### src/hdl/kef_pkg.sv
// ----------------------------------------------------------------------------
// kef_pkg
// shared types, constants and counter helpers for the keypad event queue
// ----------------------------------------------------------------------------
package kef_pkg;

    localparam int QUEUE_DEPTH = 4;
    localparam int CNT_MOD     = 2 * QUEUE_DEPTH;
    localparam int CNT_W       = $clog2(CNT_MOD);
    localparam int IDX_W       = $clog2(QUEUE_DEPTH);
    localparam int KEY_W       = 8;
    localparam int CFG_IDX_W   = 8;

    typedef logic [CNT_W-1:0]        t_cnt;
    typedef logic [CNT_W:0]          t_qn;
    typedef logic [IDX_W-1:0]        t_idx;
    typedef logic signed [KEY_W-1:0] t_key;

    localparam t_qn  QN_DEPTH  = t_qn'(QUEUE_DEPTH);
    localparam t_qn  QN_MOD    = t_qn'(CNT_MOD);
    localparam t_qn  QN_SAT    = t_qn'(7);
    localparam t_cnt CNT_LAST  = t_cnt'(CNT_MOD - 1);
    localparam t_key KEY_NONE  = -8'sd1;
    localparam t_key KEY_ZERO  = 8'sd0;

    localparam logic [2:0] REQ_PUSH      = 3'd0;
    localparam logic [2:0] REQ_POP       = 3'd1;
    localparam logic [2:0] REQ_POP_LAST  = 3'd2;
    localparam logic [2:0] REQ_TAIL      = 3'd3;
    localparam logic [2:0] REQ_READ_PAIR = 3'd4;
    localparam logic [2:0] REQ_FLUSH     = 3'd5;

    localparam logic [CFG_IDX_W-1:0] CFG_SHIFT_PAIR = CFG_IDX_W'(0);
    localparam logic [CFG_IDX_W-1:0] CFG_ALT_PAIR   = CFG_IDX_W'(1);

    typedef struct packed {
        logic [2:0] req_type;
        t_key       key_code;
        logic       shift_down;
        logic       alt_down;
    } t_req;

    typedef struct packed {
        t_key       key_out;
        logic       key_valid;
        t_key       second_key;
        logic [1:0] pair_count;
        logic       room_left;
        logic       queue_empty;
        logic [2:0] free_slots;
    } t_res;

    function automatic t_cnt kef_bump(input t_cnt c);
        return (c == CNT_LAST) ? '0 : t_cnt'(c + t_cnt'(1));
    endfunction

    function automatic t_cnt kef_dec(input t_cnt c);
        return (c == '0) ? CNT_LAST : t_cnt'(c - t_cnt'(1));
    endfunction

    function automatic t_qn kef_queued(input t_cnt w, input t_cnt r);
        t_qn t;
        if (w >= r) begin
            t = t_qn'(w) - t_qn'(r);
        end else begin
            t = t_qn'(w) + QN_MOD - t_qn'(r);
        end
        return t;
    endfunction

    function automatic t_idx kef_slot(input t_cnt c, input logic [1:0] back);
        t_qn t;
        t = t_qn'(c) + QN_MOD - t_qn'(back);
        if (t >= QN_MOD) begin
            t = t - QN_MOD;
        end
        if (t >= QN_DEPTH) begin
            t = t - QN_DEPTH;
        end
        return t[IDX_W-1:0];
    endfunction

endpackage

### src/hdl/kef_if.sv
// ----------------------------------------------------------------------------
// kef_if
// valid/ready channels for requests, results and register writes
// ----------------------------------------------------------------------------
interface kef_req_if import kef_pkg::*; ();
    logic valid;
    logic ready;
    t_req data;
    modport source (output valid, output data, input ready);
    modport sink   (input valid, input data, output ready);
endinterface

interface kef_res_if import kef_pkg::*; ();
    logic valid;
    logic ready;
    t_res data;
    modport source (output valid, output data, input ready);
    modport sink   (input valid, input data, output ready);
endinterface

interface kef_cfg_if import kef_pkg::*; ();
    logic                 valid;
    logic                 ready;
    logic [CFG_IDX_W-1:0] index;
    t_key                 data;
    modport source (output valid, output index, output data, input ready);
    modport sink   (input valid, input index, input data, output ready);
endinterface

### src/hdl/kef_in_stage.sv
// ----------------------------------------------------------------------------
// kef_in_stage
// input register holding one request until the queue core takes it
// ----------------------------------------------------------------------------
module kef_in_stage import kef_pkg::*; (
    input  logic i_clk,
    input  logic i_rst_n,
    input  logic i_valid,
    output logic o_ready,
    input  t_req i_req,
    output logic o_valid,
    input  logic i_ready,
    output t_req o_req
);

    logic r_valid;
    t_req r_req;

    assign o_ready = !r_valid || i_ready;
    assign o_valid = r_valid;
    assign o_req   = r_req;

    always_ff @(posedge i_clk) begin
        if (!i_rst_n) begin
            r_valid <= 1'b0;
        end else if (o_ready) begin
            r_valid <= i_valid;
        end
    end

    always_ff @(posedge i_clk) begin
        if (o_ready && i_valid) begin
            r_req <= i_req;
        end
    end

endmodule

### src/hdl/kef_core.sv
// ----------------------------------------------------------------------------
// kef_core
// ring storage, read/write counters, request decode and result register
// ----------------------------------------------------------------------------
module kef_core import kef_pkg::*; (
    input  logic i_clk,
    input  logic i_rst_n,
    input  logic i_valid,
    output logic o_ready,
    input  t_req i_req,
    input  t_key i_shift_code,
    input  t_key i_alt_code,
    output logic o_valid,
    input  logic i_ready,
    output t_res o_res
);

    t_key r_store [QUEUE_DEPTH];
    t_cnt r_rd;
    t_cnt r_wr;
    logic r_res_valid;
    t_res r_res;

    t_cnt n_rd;
    t_cnt n_wr;
    t_res n_res;
    logic wr_en;
    t_idx wr_idx;
    t_cnt rd_eff;
    t_qn  qn;
    t_qn  qn_after;
    t_qn  free_now;
    t_key newest;
    t_key older;
    logic adv;

    assign o_ready = !r_res_valid || i_ready;
    assign adv     = i_valid && o_ready;
    assign o_valid = r_res_valid;
    assign o_res   = r_res;

    always_comb begin
        qn      = kef_queued(r_wr, r_rd);
        n_rd    = r_rd;
        n_wr    = r_wr;
        wr_en   = 1'b0;
        wr_idx  = kef_slot(r_wr, 2'd0);
        rd_eff  = r_rd;
        newest  = r_store[kef_slot(r_wr, 2'd1)];
        older   = r_store[kef_slot(r_wr, 2'd2)];
        n_res   = '0;
        case (i_req.req_type) inside
            REQ_PUSH: begin
                if (qn < QN_DEPTH) begin
                    wr_en = 1'b1;
                    n_wr  = kef_bump(r_wr);
                end
            end
            REQ_POP, REQ_POP_LAST: begin
                if (i_req.req_type == REQ_POP_LAST && qn > t_qn'(1)) begin
                    rd_eff = kef_dec(r_wr);
                end
                n_rd = rd_eff;
                if (rd_eff != r_wr) begin
                    n_res.key_out   = r_store[kef_slot(rd_eff, 2'd0)];
                    n_res.key_valid = 1'b1;
                    n_rd            = kef_bump(rd_eff);
                end else begin
                    n_res.key_out = KEY_NONE;
                end
            end
            REQ_TAIL: begin
                if (qn != '0) begin
                    n_res.key_out   = r_store[kef_slot(r_rd, 2'd1)];
                    n_res.key_valid = 1'b1;
                end else begin
                    n_res.key_out = KEY_NONE;
                end
            end
            REQ_READ_PAIR: begin
                if ((i_req.shift_down || i_req.alt_down) && newest != KEY_ZERO) begin
                    n_res.key_out    = newest;
                    n_res.second_key = i_req.shift_down ? i_shift_code : i_alt_code;
                    n_res.pair_count = 2'd2;
                    n_res.key_valid  = 1'b1;
                end else if (qn > t_qn'(1)) begin
                    n_res.key_out    = older;
                    n_res.second_key = newest;
                    n_res.pair_count = 2'd2;
                    n_res.key_valid  = 1'b1;
                end else if (qn != '0) begin
                    n_res.key_out    = newest;
                    n_res.pair_count = 2'd1;
                    n_res.key_valid  = 1'b1;
                end
            end
            REQ_FLUSH: begin
                n_rd = '0;
                n_wr = '0;
            end
            default: begin
            end
        endcase
        qn_after          = kef_queued(n_wr, n_rd);
        free_now          = QN_DEPTH - qn_after;
        if (free_now > QN_SAT) begin
            free_now = QN_SAT;
        end
        n_res.room_left   = qn_after < QN_DEPTH;
        n_res.queue_empty = n_rd == n_wr;
        n_res.free_slots  = free_now[2:0];
    end

    always_ff @(posedge i_clk) begin
        if (!i_rst_n) begin
            r_rd <= '0;
            r_wr <= '0;
            for (int i = 0; i < QUEUE_DEPTH; i++) begin
                r_store[i] <= KEY_ZERO;
            end
        end else if (adv) begin
            r_rd <= n_rd;
            r_wr <= n_wr;
            if (wr_en) begin
                r_store[wr_idx] <= i_req.key_code;
            end
        end
    end

    always_ff @(posedge i_clk) begin
        if (!i_rst_n) begin
            r_res_valid <= 1'b0;
        end else if (o_ready) begin
            r_res_valid <= i_valid;
        end
    end

    always_ff @(posedge i_clk) begin
        if (adv) begin
            r_res <= n_res;
        end
    end

    a_fill_bound: assert property (@(posedge i_clk) disable iff (!i_rst_n)
        kef_queued(r_wr, r_rd) <= QN_DEPTH)
        else $error("queue fill exceeds depth");

    a_flush_clears: assert property (@(posedge i_clk) disable iff (!i_rst_n)
        adv && i_req.req_type == REQ_FLUSH |=> r_rd == '0 && r_wr == '0)
        else $error("flush left counters nonzero");

    a_push_bumps: assert property (@(posedge i_clk) disable iff (!i_rst_n)
        adv && i_req.req_type == REQ_PUSH && qn < QN_DEPTH
        |=> r_wr == kef_bump($past(r_wr)))
        else $error("push into open queue did not advance write counter");

    a_empty_status: assert property (@(posedge i_clk) disable iff (!i_rst_n)
        adv |=> r_res.queue_empty == (r_rd == r_wr))
        else $error("empty flag disagrees with counters");

endmodule

### src/hdl/keypad_event_fifo_top.sv
// ----------------------------------------------------------------------------
// keypad_event_fifo_top
// datapath: a request is held in the input stage register, then its result in the core result register
// throughput: one request per cycle while the result channel is not stalled
// reset: synchronous active low, clears counters, ring entries and pair codes
// ----------------------------------------------------------------------------
module keypad_event_fifo_top import kef_pkg::*; (
    input  logic        i_clk,
    input  logic        i_rst_n,
    kef_req_if.sink     i_req,
    kef_res_if.source   o_res,
    kef_cfg_if.sink     i_cfg
);

    t_key r_shift_code;
    t_key r_alt_code;
    logic stg_valid;
    logic stg_ready;
    t_req stg_req;

    assign i_cfg.ready = 1'b1;

    always_ff @(posedge i_clk) begin
        if (!i_rst_n) begin
            r_shift_code <= KEY_ZERO;
            r_alt_code   <= KEY_ZERO;
        end else if (i_cfg.valid) begin
            unique case (i_cfg.index)
                CFG_SHIFT_PAIR: r_shift_code <= i_cfg.data;
                CFG_ALT_PAIR:   r_alt_code   <= i_cfg.data;
                default: begin
                end
            endcase
        end
    end

    kef_in_stage u_in_stage (
        .i_clk   (i_clk),
        .i_rst_n (i_rst_n),
        .i_valid (i_req.valid),
        .o_ready (i_req.ready),
        .i_req   (i_req.data),
        .o_valid (stg_valid),
        .i_ready (stg_ready),
        .o_req   (stg_req)
    );

    kef_core u_core (
        .i_clk        (i_clk),
        .i_rst_n      (i_rst_n),
        .i_valid      (stg_valid),
        .o_ready      (stg_ready),
        .i_req        (stg_req),
        .i_shift_code (r_shift_code),
        .i_alt_code   (r_alt_code),
        .o_valid      (o_res.valid),
        .i_ready      (o_res.ready),
        .o_res        (o_res.data)
    );

endmodule
### src/flat_wrapper.sv
// flat-port wrapper written by rule: the top's interface ports become plain ports
module keypad_event_fifo_top_flat import kef_pkg::*;
  (i_clk, i_rst_n, i_req_valid, i_req_data, i_req_ready, o_res_valid, o_res_data, o_res_ready, i_cfg_valid, i_cfg_index, i_cfg_data, i_cfg_ready);
  kef_req_if i_req_i ();
  kef_res_if o_res_i ();
  kef_cfg_if i_cfg_i ();
  input  logic i_clk;
  input  logic i_rst_n;
  input wire logic [$bits(i_req_i.valid)-1:0] i_req_valid;
  input wire logic [$bits(i_req_i.data)-1:0] i_req_data;
  output wire logic [$bits(i_req_i.ready)-1:0] i_req_ready;
  output wire logic [$bits(o_res_i.valid)-1:0] o_res_valid;
  output wire logic [$bits(o_res_i.data)-1:0] o_res_data;
  input wire logic [$bits(o_res_i.ready)-1:0] o_res_ready;
  input wire logic [$bits(i_cfg_i.valid)-1:0] i_cfg_valid;
  input wire logic [$bits(i_cfg_i.index)-1:0] i_cfg_index;
  input wire logic [$bits(i_cfg_i.data)-1:0] i_cfg_data;
  output wire logic [$bits(i_cfg_i.ready)-1:0] i_cfg_ready;
  assign i_req_i.valid = i_req_valid;
  assign i_req_i.data = i_req_data;
  assign i_req_ready = i_req_i.ready;
  assign o_res_valid = o_res_i.valid;
  assign o_res_data = o_res_i.data;
  assign o_res_i.ready = o_res_ready;
  assign i_cfg_i.valid = i_cfg_valid;
  assign i_cfg_i.index = i_cfg_index;
  assign i_cfg_i.data = i_cfg_data;
  assign i_cfg_ready = i_cfg_i.ready;
  keypad_event_fifo_top u_core (.i_clk(i_clk), .i_rst_n(i_rst_n), .i_req(i_req_i), .o_res(o_res_i), .i_cfg(i_cfg_i));
endmodule
### config.mk
export PLATFORM = sky130hd
export DESIGN_NAME = keypad_event_fifo_top_flat
export DESIGN_NICKNAME = d
export VERILOG_FILES = /design/src/hdl/kef_pkg.sv /design/src/hdl/kef_if.sv /design/src/hdl/kef_in_stage.sv /design/src/hdl/kef_core.sv /design/src/hdl/keypad_event_fifo_top.sv /design/src/flat_wrapper.sv
export SDC_FILE = /design/constraint.sdc
export NUM_CORES = 1
export LEC_CHECK = 0
export ABC_AREA = 0
export BUFFER_PORTS_ARGS = -buffer_cell sky130_fd_sc_hd__buf_2
export CORE_MARGIN = 8
export CORE_UTILIZATION = 30
export CTS_BUF_LIST = sky130_fd_sc_hd__clkbuf_8 sky130_fd_sc_hd__clkbuf_16
export DETAILED_ROUTE_END_ITERATION = 12
export PLACE_DENSITY = 0.54
export SKIP_LAST_GASP = 1
export SYNTH_ARGS = -nofsm -noshare
export SYNTH_HDL_FRONTEND = slang
export SYNTH_SLANG_ARGS = --single-unit
### constraint.sdc
create_clock -name i_clk -period 8.8 [get_ports i_clk]
set_input_delay 0.44 -clock i_clk [delete_from_list [all_inputs] [get_ports i_clk]]
set_output_delay 0.44 -clock i_clk [all_outputs]
set_load 0.03 [all_outputs]
Word level (Yosys, flattened, before mapping)

Memories as Yosys holds them, arrays and structs flattened.
Cells that the tools add are included.

Output and inout bits: 27
Latch bits: 0
Input port bits: 34
Memory bits (read-only): 0
Register bits after elaboration: 61
Memories: 1
Bits in writable memories: 32
Word-level logic and storage cells: 159

Multipliers: 0
Div/mod/pow operators: 0
Add/subtract/negate cells: 25
Multiplexer cells: 68
Shift-type cells: 0
Bitwise operators: 1
Magnitude comparators: 16
Eq/ne operators: 10
Reductions and logical operators: 20

Memories:

| name                  | words | width | read ports | clocked after memory_dff | wr ports | RTL line       | text |
|---|---|---|---|---|---|---|---|
| u_core.u_core.r_store | 4     | 8     | 4          | 0                        | 4        | kef_core.sv:18 | `t_key r_store [QUEUE_DEPTH];` |

Operators with widths:

| kind                                                              | number |
|---|---|
| 2-to-1 mux 4 bit                                                  | 14 |
| 2-to-1 mux 3 bit                                                  | 18 |
| 2-to-1 mux 9 bit                                                  | 5 |
| 2-to-1 mux 8 bit                                                  | 5 |
| 2-to-1 mux 2 bit                                                  | 14 |
| greater-or-equal comparator 4 x 3 -> 1 bit, second input constant | 5 |
| greater-or-equal comparator 4 bit, second input constant          | 5 |
| subtractor 4 bit, second input constant                           | 5 |
| 2-to-1 mux 19 bit                                                 | 1 |
| adder 3 x 4 -> 4 bit, second input constant                       | 4 |
| == test 3 bit, second input constant                              | 4 |
| 2-to-1 mux 1 bit                                                  | 11 |
| subtractor 2 x 1 -> 2 bit, second input constant                  | 5 |
| == test 8 x 1 -> 1 bit, second input constant                     | 1 |
| logical NOT 8 bit                                                 | 1 |
| < comparator 4 x 3 -> 1 bit, second input constant                | 2 |
| nonzero test 8 bit                                                | 1 |
| OR reduction 8 bit                                                | 1 |
| subtractor 3 x 3 -> 4 bit                                         | 2 |
| subtractor 4 x 1 -> 4 bit, second input constant                  | 2 |
| subtractor 4 x 3 -> 4 bit                                         | 2 |
| OR reduction 7 bit                                                | 1 |
| adder 3 x 1 -> 3 bit, second input constant                       | 2 |
| == test 3 x 2 -> 1 bit, second input constant                     | 2 |
| 18 further kinds                                                  | 27 |

Depth between registers and ports, before layout

An unclocked memory read counts as a cell.

Depth after elaboration: 22
Mapped depth: 26
Depth with buffers taken out: 22

Cells and area by module

Synthesis repeated with hierarchy kept, for this count alone.

Cells, all modules: 464
Area, all modules: 5386.4 um2

By module, submodules not included:

| module                | area an instance (um2) | sequential area each (um2) | cells each | times used |
|---|---|---|---|---|
| kef_core              | 4290.4                 | 1821.7                     | 380        | 1 |
| keypad_event_fifo_top | 648.1                  | 320.3                      | 66         | 1 |
| kef_in_stage          | 447.9                  | 410.4                      | 18         | 1 |

Least setup slack after synthesis

OpenSTA, ideal clock, no wires.

Kind: register to register
Start point: register u_core.u_core.r_wr[0]
End point: register u_core.u_core.r_res, in the netlist u_core.u_core.o_res[0], data pin
Stages on the path, launching flop included: 27
Setup slack: 3430 ps
Library setup time: 260 ps
Buffers on the path: 4
Data arrival time: 5110 ps
Period minus slack after synthesis: 5370 ps
Required time: 8540 ps
Cell sequence: dfxtp_1 > buf_6 > buf_6 > inv_1 > ha_1 > inv_1 > fa_1 > fa_1 > a31o_1 > a21o_1 > and3_4 > nor3_2 > mux2i_1 > buf_2 > buf_4 > inv_1 > ha_1 > o21ai_0 > o311ai_1 > a22oi_1 > fa_1 > inv_1 > fa_1 > nor2b_1 > xor2_1 > xnor2_1 > nand2_1

Cells in the longest elaborated chain, start to end: 17
Elaborated cells between the ends (all ways): 37
Those cells by class: add/sub (10); order compare (5); eq/ne (3); mux (17); reduce/logical (2)

RTL lines:

| item                                                    | RTL line        | text |
|---|---|---|
| start, declared                                         | kef_core.sv:20  | `t_cnt r_wr;` |
| start signal, assigned                                  | kef_core.sv:123 | `r_wr <= n_wr;` |
| adder 3 x 4 -> 4 bit                                    | kef_pkg.sv:66   | `t = t_qn'(w) + QN_MOD - t_qn'(r);` |
| subtractor 4 x 3 -> 4 bit                               | kef_pkg.sv:66   |  |
| 2-to-1 mux 4 bit                                        | kef_pkg.sv:63   | `if (w >= r) begin` |
| > comparator 4 x 1 -> 1 bit                             | kef_core.sv:60  | `if (i_req.req_type == REQ_POP_LAST && qn > t_qn'(1)) begin` |
| logical AND 1 bit                                       | kef_core.sv:60  |  |
| 2-to-1 mux 3 bit                                        | kef_core.sv:60  |  |
| 2-to-1 mux 3 bit (2 in series)                          | kef_core.sv:52  | `case (i_req.req_type) inside` |
| adder 3 x 1 -> 3 bit or == test 3 bit (tied branches)   | kef_pkg.sv:54   | `return (c == CNT_LAST) ? '0 : t_cnt'(c + t_cnt'(1));` |
| 2-to-1 mux 3 bit                                        | kef_pkg.sv:54   |  |
| 2-to-1 mux 3 bit                                        | kef_core.sv:64  | `if (rd_eff != r_wr) begin` |
| 2-to-1 mux 3 bit (2 in series)                          | kef_core.sv:52  |  |
| subtractor 4 x 3 -> 4 bit, or another cell as far along | kef_pkg.sv:66   |  |
| 2-to-1 mux 4 bit (*)                                    | kef_pkg.sv:63   |  |
| subtractor 3 x 4 -> 4 bit (*)                           | kef_core.sv:105 | `free_now = QN_DEPTH - qn_after;` |
| > comparator 4 x 3 -> 1 bit                             | kef_core.sv:106 | `if (free_now > QN_SAT) begin` |
| end signal, assigned                                    | kef_core.sv:140 | `r_res <= n_res;` |
| end, declared                                           | kef_core.sv:22  | `t_res r_res;` |

Every way passes the cells marked *; elsewhere a longest branch is shown, timed or not. The select of a mux whose other input is x is not followed.
A chain may end at the register's enable or synchronous reset.

Final worst setup path

Start point: register u_core.u_core.r_rd[0]
End point: register u_core.u_core.r_res, in the netlist u_core.u_core.o_res[0], data pin

Cells in the longest elaborated chain, start to end: 16
Elaborated cells between the ends (all ways): 29
Those cells by class: add/sub (7); order compare (5); eq/ne (2); mux (14); reduce/logical (1)

RTL lines:

| item                                                    | RTL line        | text |
|---|---|---|
| start, declared                                         | kef_core.sv:19  | `t_cnt r_rd;` |
| start signal, assigned                                  | kef_core.sv:122 | `r_rd <= n_rd;` |
| subtractor 4 x 3 -> 4 bit, or another cell as far along | kef_pkg.sv:66   |  |
| 2-to-1 mux 4 bit                                        | kef_pkg.sv:63   |  |
| > comparator 4 x 1 -> 1 bit                             | kef_core.sv:60  |  |
| logical AND 1 bit                                       | kef_core.sv:60  |  |
| 2-to-1 mux 3 bit                                        | kef_core.sv:60  |  |
| 2-to-1 mux 3 bit (2 in series)                          | kef_core.sv:52  |  |
| adder 3 x 1 -> 3 bit or == test 3 bit (tied branches)   | kef_pkg.sv:54   |  |
| 2-to-1 mux 3 bit                                        | kef_pkg.sv:54   |  |
| 2-to-1 mux 3 bit                                        | kef_core.sv:64  |  |
| 2-to-1 mux 3 bit (2 in series)                          | kef_core.sv:52  |  |
| subtractor 4 x 3 -> 4 bit, or another cell as far along | kef_pkg.sv:66   |  |
| 2-to-1 mux 4 bit (*)                                    | kef_pkg.sv:63   |  |
| subtractor 3 x 4 -> 4 bit (*)                           | kef_core.sv:105 |  |
| > comparator 4 x 3 -> 1 bit                             | kef_core.sv:106 |  |

Marked as above.

==> flow_metrics.env <==
export IMPL_cp_end_kind="flop"
export IMPL_dr_total_vias=3836
export IMPL_drt_iter0_markers=270
export IMPL_setup_worst_path_class="reg2reg"
export IMPL_run_status="finished clean"
export IMPL_worstPathMaxFanout=18
export IMPL_post_synth_inst_count=467
export IMPL_timing_max_transition_violations_final=0
export IMPL_master_cell_of_the_clock_root_buffer="clkbuf_16"
export IMPL_final_setup_worst_slack_ps=2888
export IMPL_placed_cell_area_um2=6036
export IMPL_final_nets=571
export IMPL_synth_area_per_cell_um2=11.82
export IMPL_antenna_found_initial=0
export IMPL_power_per_cell_area_nw_per_um2=163.1
export IMPL_port_buffers=59
export IMPL_place_ws_ps=2859
export IMPL_drt_pre_antenna_iters=4
export IMPL_postCtsSetupRepairBufs=0
export IMPL_min_delay_path_class="in2reg"
export IMPL_period_share=0.6719
export IMPL_io_pins=61
export IMPL_dieHeight_um=151.7
export IMPL_final_setup_viol_count=0
export IMPL_worstPathArrival_ps=6010
export IMPL_ant_nets=0
export IMPL_synth_enable_flop_cells=69
export IMPL_htree_num_levels=3
export IMPL_clkLatencyLatePin_ps=360
export IMPL_finalSetupTns_ps=0
export IMPL_post_route_cells_drive_above_1_share=0.2324
export IMPL_areaGrowthSynthToFinish_pct=14.44
export IMPL_maxCapViolCount=0
export IMPL_count_of_distinct_cell_types_in_the_synthesized_netlist=61
export IMPL_power_leakage_nw=2.469
export IMPL_grt_first_pass_wirelength_um=21600
export IMPL_grt_pass1_vias=3936
export IMPL_worst_flop_to_flop_path_startpoint="u_core.u_core.r_rd[0]"
export IMPL_drt_drc_violations_left=0
export IMPL_utilization=0.3505
export IMPL_floorplan_rows=49
export IMPL_min_delay_start="i_req_data[6]"
export IMPL_max_slew_margin=0.3079
export IMPL_max_freq_ghz=0.1691
export IMPL_timing_reg2reg_setup_slack_ps=2890
export IMPL_largest_net_degree_at_the_start_of_global_routing=33
export IMPL_dpl_hpwl_um=10070
export IMPL_drt_wl_total_um=13900
export IMPL_power_ir_vdd_worst_mv=0.09741
export IMPL_dominantRegCellSynth="edfxtp_1"
export IMPL_worstPathRequired_ps=8900
export IMPL_syn_area_um2=5520
export IMPL_fillCellCount=1767
export IMPL_cts_buffer_depth=2
export IMPL_timing_clock_skew_ps=8.809
export IMPL_insertedDiodeCount=0
export IMPL_placed_cells_incl_taps=738
export IMPL_asyncSetResetFlopFracSynth=0
export IMPL_viasPerCell=5.088
export IMPL_track_usage=0.1244
export IMPL_synth_warning_count=0
export IMPL_cts_inserted_buffers=9
export IMPL_coreArea_um2=18020
export IMPL_average_detailed_routed_wire_length_per_instance_um=18.44
export IMPL_rsz_0062_raised_after_global_routing="no"
export IMPL_crit_path_start="u_core.u_core.r_rd[0]"
export IMPL_clock_tree_from_tritoncts="yes"
export IMPL_tritoncts_num_sinks=93
export IMPL_last_weighted_congestion_value_of_the_routability_driven_placer=0.8153
export IMPL_start_util=0.3063
export IMPL_cts_hold_fix_buffers=0
export IMPL_fin_crit_ps=5912
export IMPL_synth_nets=518
export IMPL_ys_seq_area_frac=0.4624
export IMPL_critPathLaunchType="flop"
export IMPL_number_of_standard_cells_in_the_layout_taps_in_and_fillers_out=754
export IMPL_dieArea_um2=23000
export IMPL_final_cell_area_um2=6317
export IMPL_ys_ff_latch=93
export IMPL_worst_setup_hold_path_clk_slew_ps=70
export IMPL_hold_violations=0
export IMPL_post_cts_resized=0
export IMPL_overflow=0
export IMPL_tightestPinTransition_ps=1032
export IMPL_die_wd_um=151.7
-- flip-flops by register name (all words and copies together), names as in the netlist --
name / cells
u_core.u_in_stage.o_valid: 1
u_core.u_core.o_res: 24
u_core.r_alt_code: 8
u_core.u_core.r_rd: 3
u_core.u_in_stage.o_req: 13
u_core.u_core.o_valid: 1
u_core.r_shift_code: 8
u_core.u_core.r_wr: 3
u_core.u_core.r_store: 32
-- cells in the mapped netlist (8+ instances only) --
cell	count	share of area
mux4_2	24	0.098
nand2_1	27	0.018
nor2_1	22	0.015
ha_1	13	0.029
inv_1	14	0.0095
nand3_1	11	0.010
edfxtp_1	69	0.38
and2_1	35	0.040
o21a_1	9	0.012
nor2b_1	20	0.023
o21ai_0	13	0.012
a211oi_1	8	0.011
clkbuf_1	10	0.0068
dfxtp_1	24	0.087
nand2b_1	8	0.0091
mux2i_1	50	0.091
o21ai_1	10	0.0091
a22oi_1	9	0.012
a21oi_1	14	0.013
-- power breakdown --
part / internal, mW / switching, mW / total, mW
Combinational: 0.0558 / 0.0920 / 0.148
Clock: 0.196 / 0.180 / 0.376
Sequential: 0.492 / 0.0143 / 0.506
-- cell usage in the layout, fill, tap and decap left out, types with 3 or more instances in the layout --
cell and instances:
nand2b_1 8, a21o_1 3, inv_6 3, and2_1 35
a211oi_1 8, buf_2 59, xnor2_1 3, nand3_1 11
buf_4 4, o21ai_0 12, a22oi_1 9, a21oi_1 14
dfxtp_1 24, mux2i_1 49, mux4_2 24, nor2b_1 20
or2_1 4, and3_1 3, ha_1 13, nor3_2 4
nor2_1 22, o21ai_1 11, nor4_1 4, fa_1 4
o21a_1 9, inv_1 14, edfxtp_1 69, nand2_1 27
clkbuf_16 9
-- path summary, 6_finish.rpt --
check	endpoint	depth (start not counted)
setup / recovery	u_core.u_core.o_res[0]	22
hold / removal	u_core.u_in_stage.o_req[6]	1
setup reg to reg	u_core.u_core.o_res[0]	22
hold reg to reg	u_core.r_alt_code[5]	2
-- worst max-delay path, stage by stage (launching register included) --
cell	delay, ps
dfxtp_1	800
ha_1	270
inv_1	50
fa_1	390
fa_1	380
a31o_1	210
a21o_1	190
and3_4	200
nor3_2	250
mux2i_2	240
buf_4	340
inv_1	90
ha_1	320
o21ai_1	90
o311ai_1	140
a22oi_1	350
fa_1	250
inv_1	60
fa_1	400
nor2b_1	140
xor2_1	160
xnor2_1	250
nand2_1	90
-- cells by family after synthesis --
group,count (synthesis),synth area share
buffers and inverters,37,0.02992
AOI/OAI and AO/OA,88,0.1086
adders and majority gates,17,0.04397
other,1,0.0006793
muxes,76,0.1927
and+or+nand+nor,150,0.1539
DFF,93,0.4624
xor gates and xnor gates,5,0.007934
-- per-stage QoR --
| stage | hold WS (ps) | power, mW |
|---|---|---|
| global placement | 494.2 | 0.6618 |
| detailed placement | 507.6 | 0.6651 |
| finish | 256.1 | 1.030 |
| floorplan | 476.6 | 0.6188 |
| CTS | 247.8 | 1.041 |
| global route | 244.4 | 1.075 |
-- area by class of cell --
class                      count  area, um2  share of cell area
clock inverter                 7      56.30            0.008913
clock buffer                   9      225.2             0.03565
multi-input combinational    337       2811              0.4450
inverter                      16      60.06            0.009507
tap                          229      286.5             0.04536
sequential                    93       2552              0.4040
timing repair buffer          63      325.3             0.05150
-- layer usage --
| metal | track usage | wire length, um |
|---|---|---|
| met4 | 0.05634 | 319 |
| met2 | 0.2018 | 6572 |
| met5 | 0 | 0 |
| met1 | 0.1556 | 6064 |
| met3 | 0.02732 | 943 |
(Power assumes the default switching activity.)
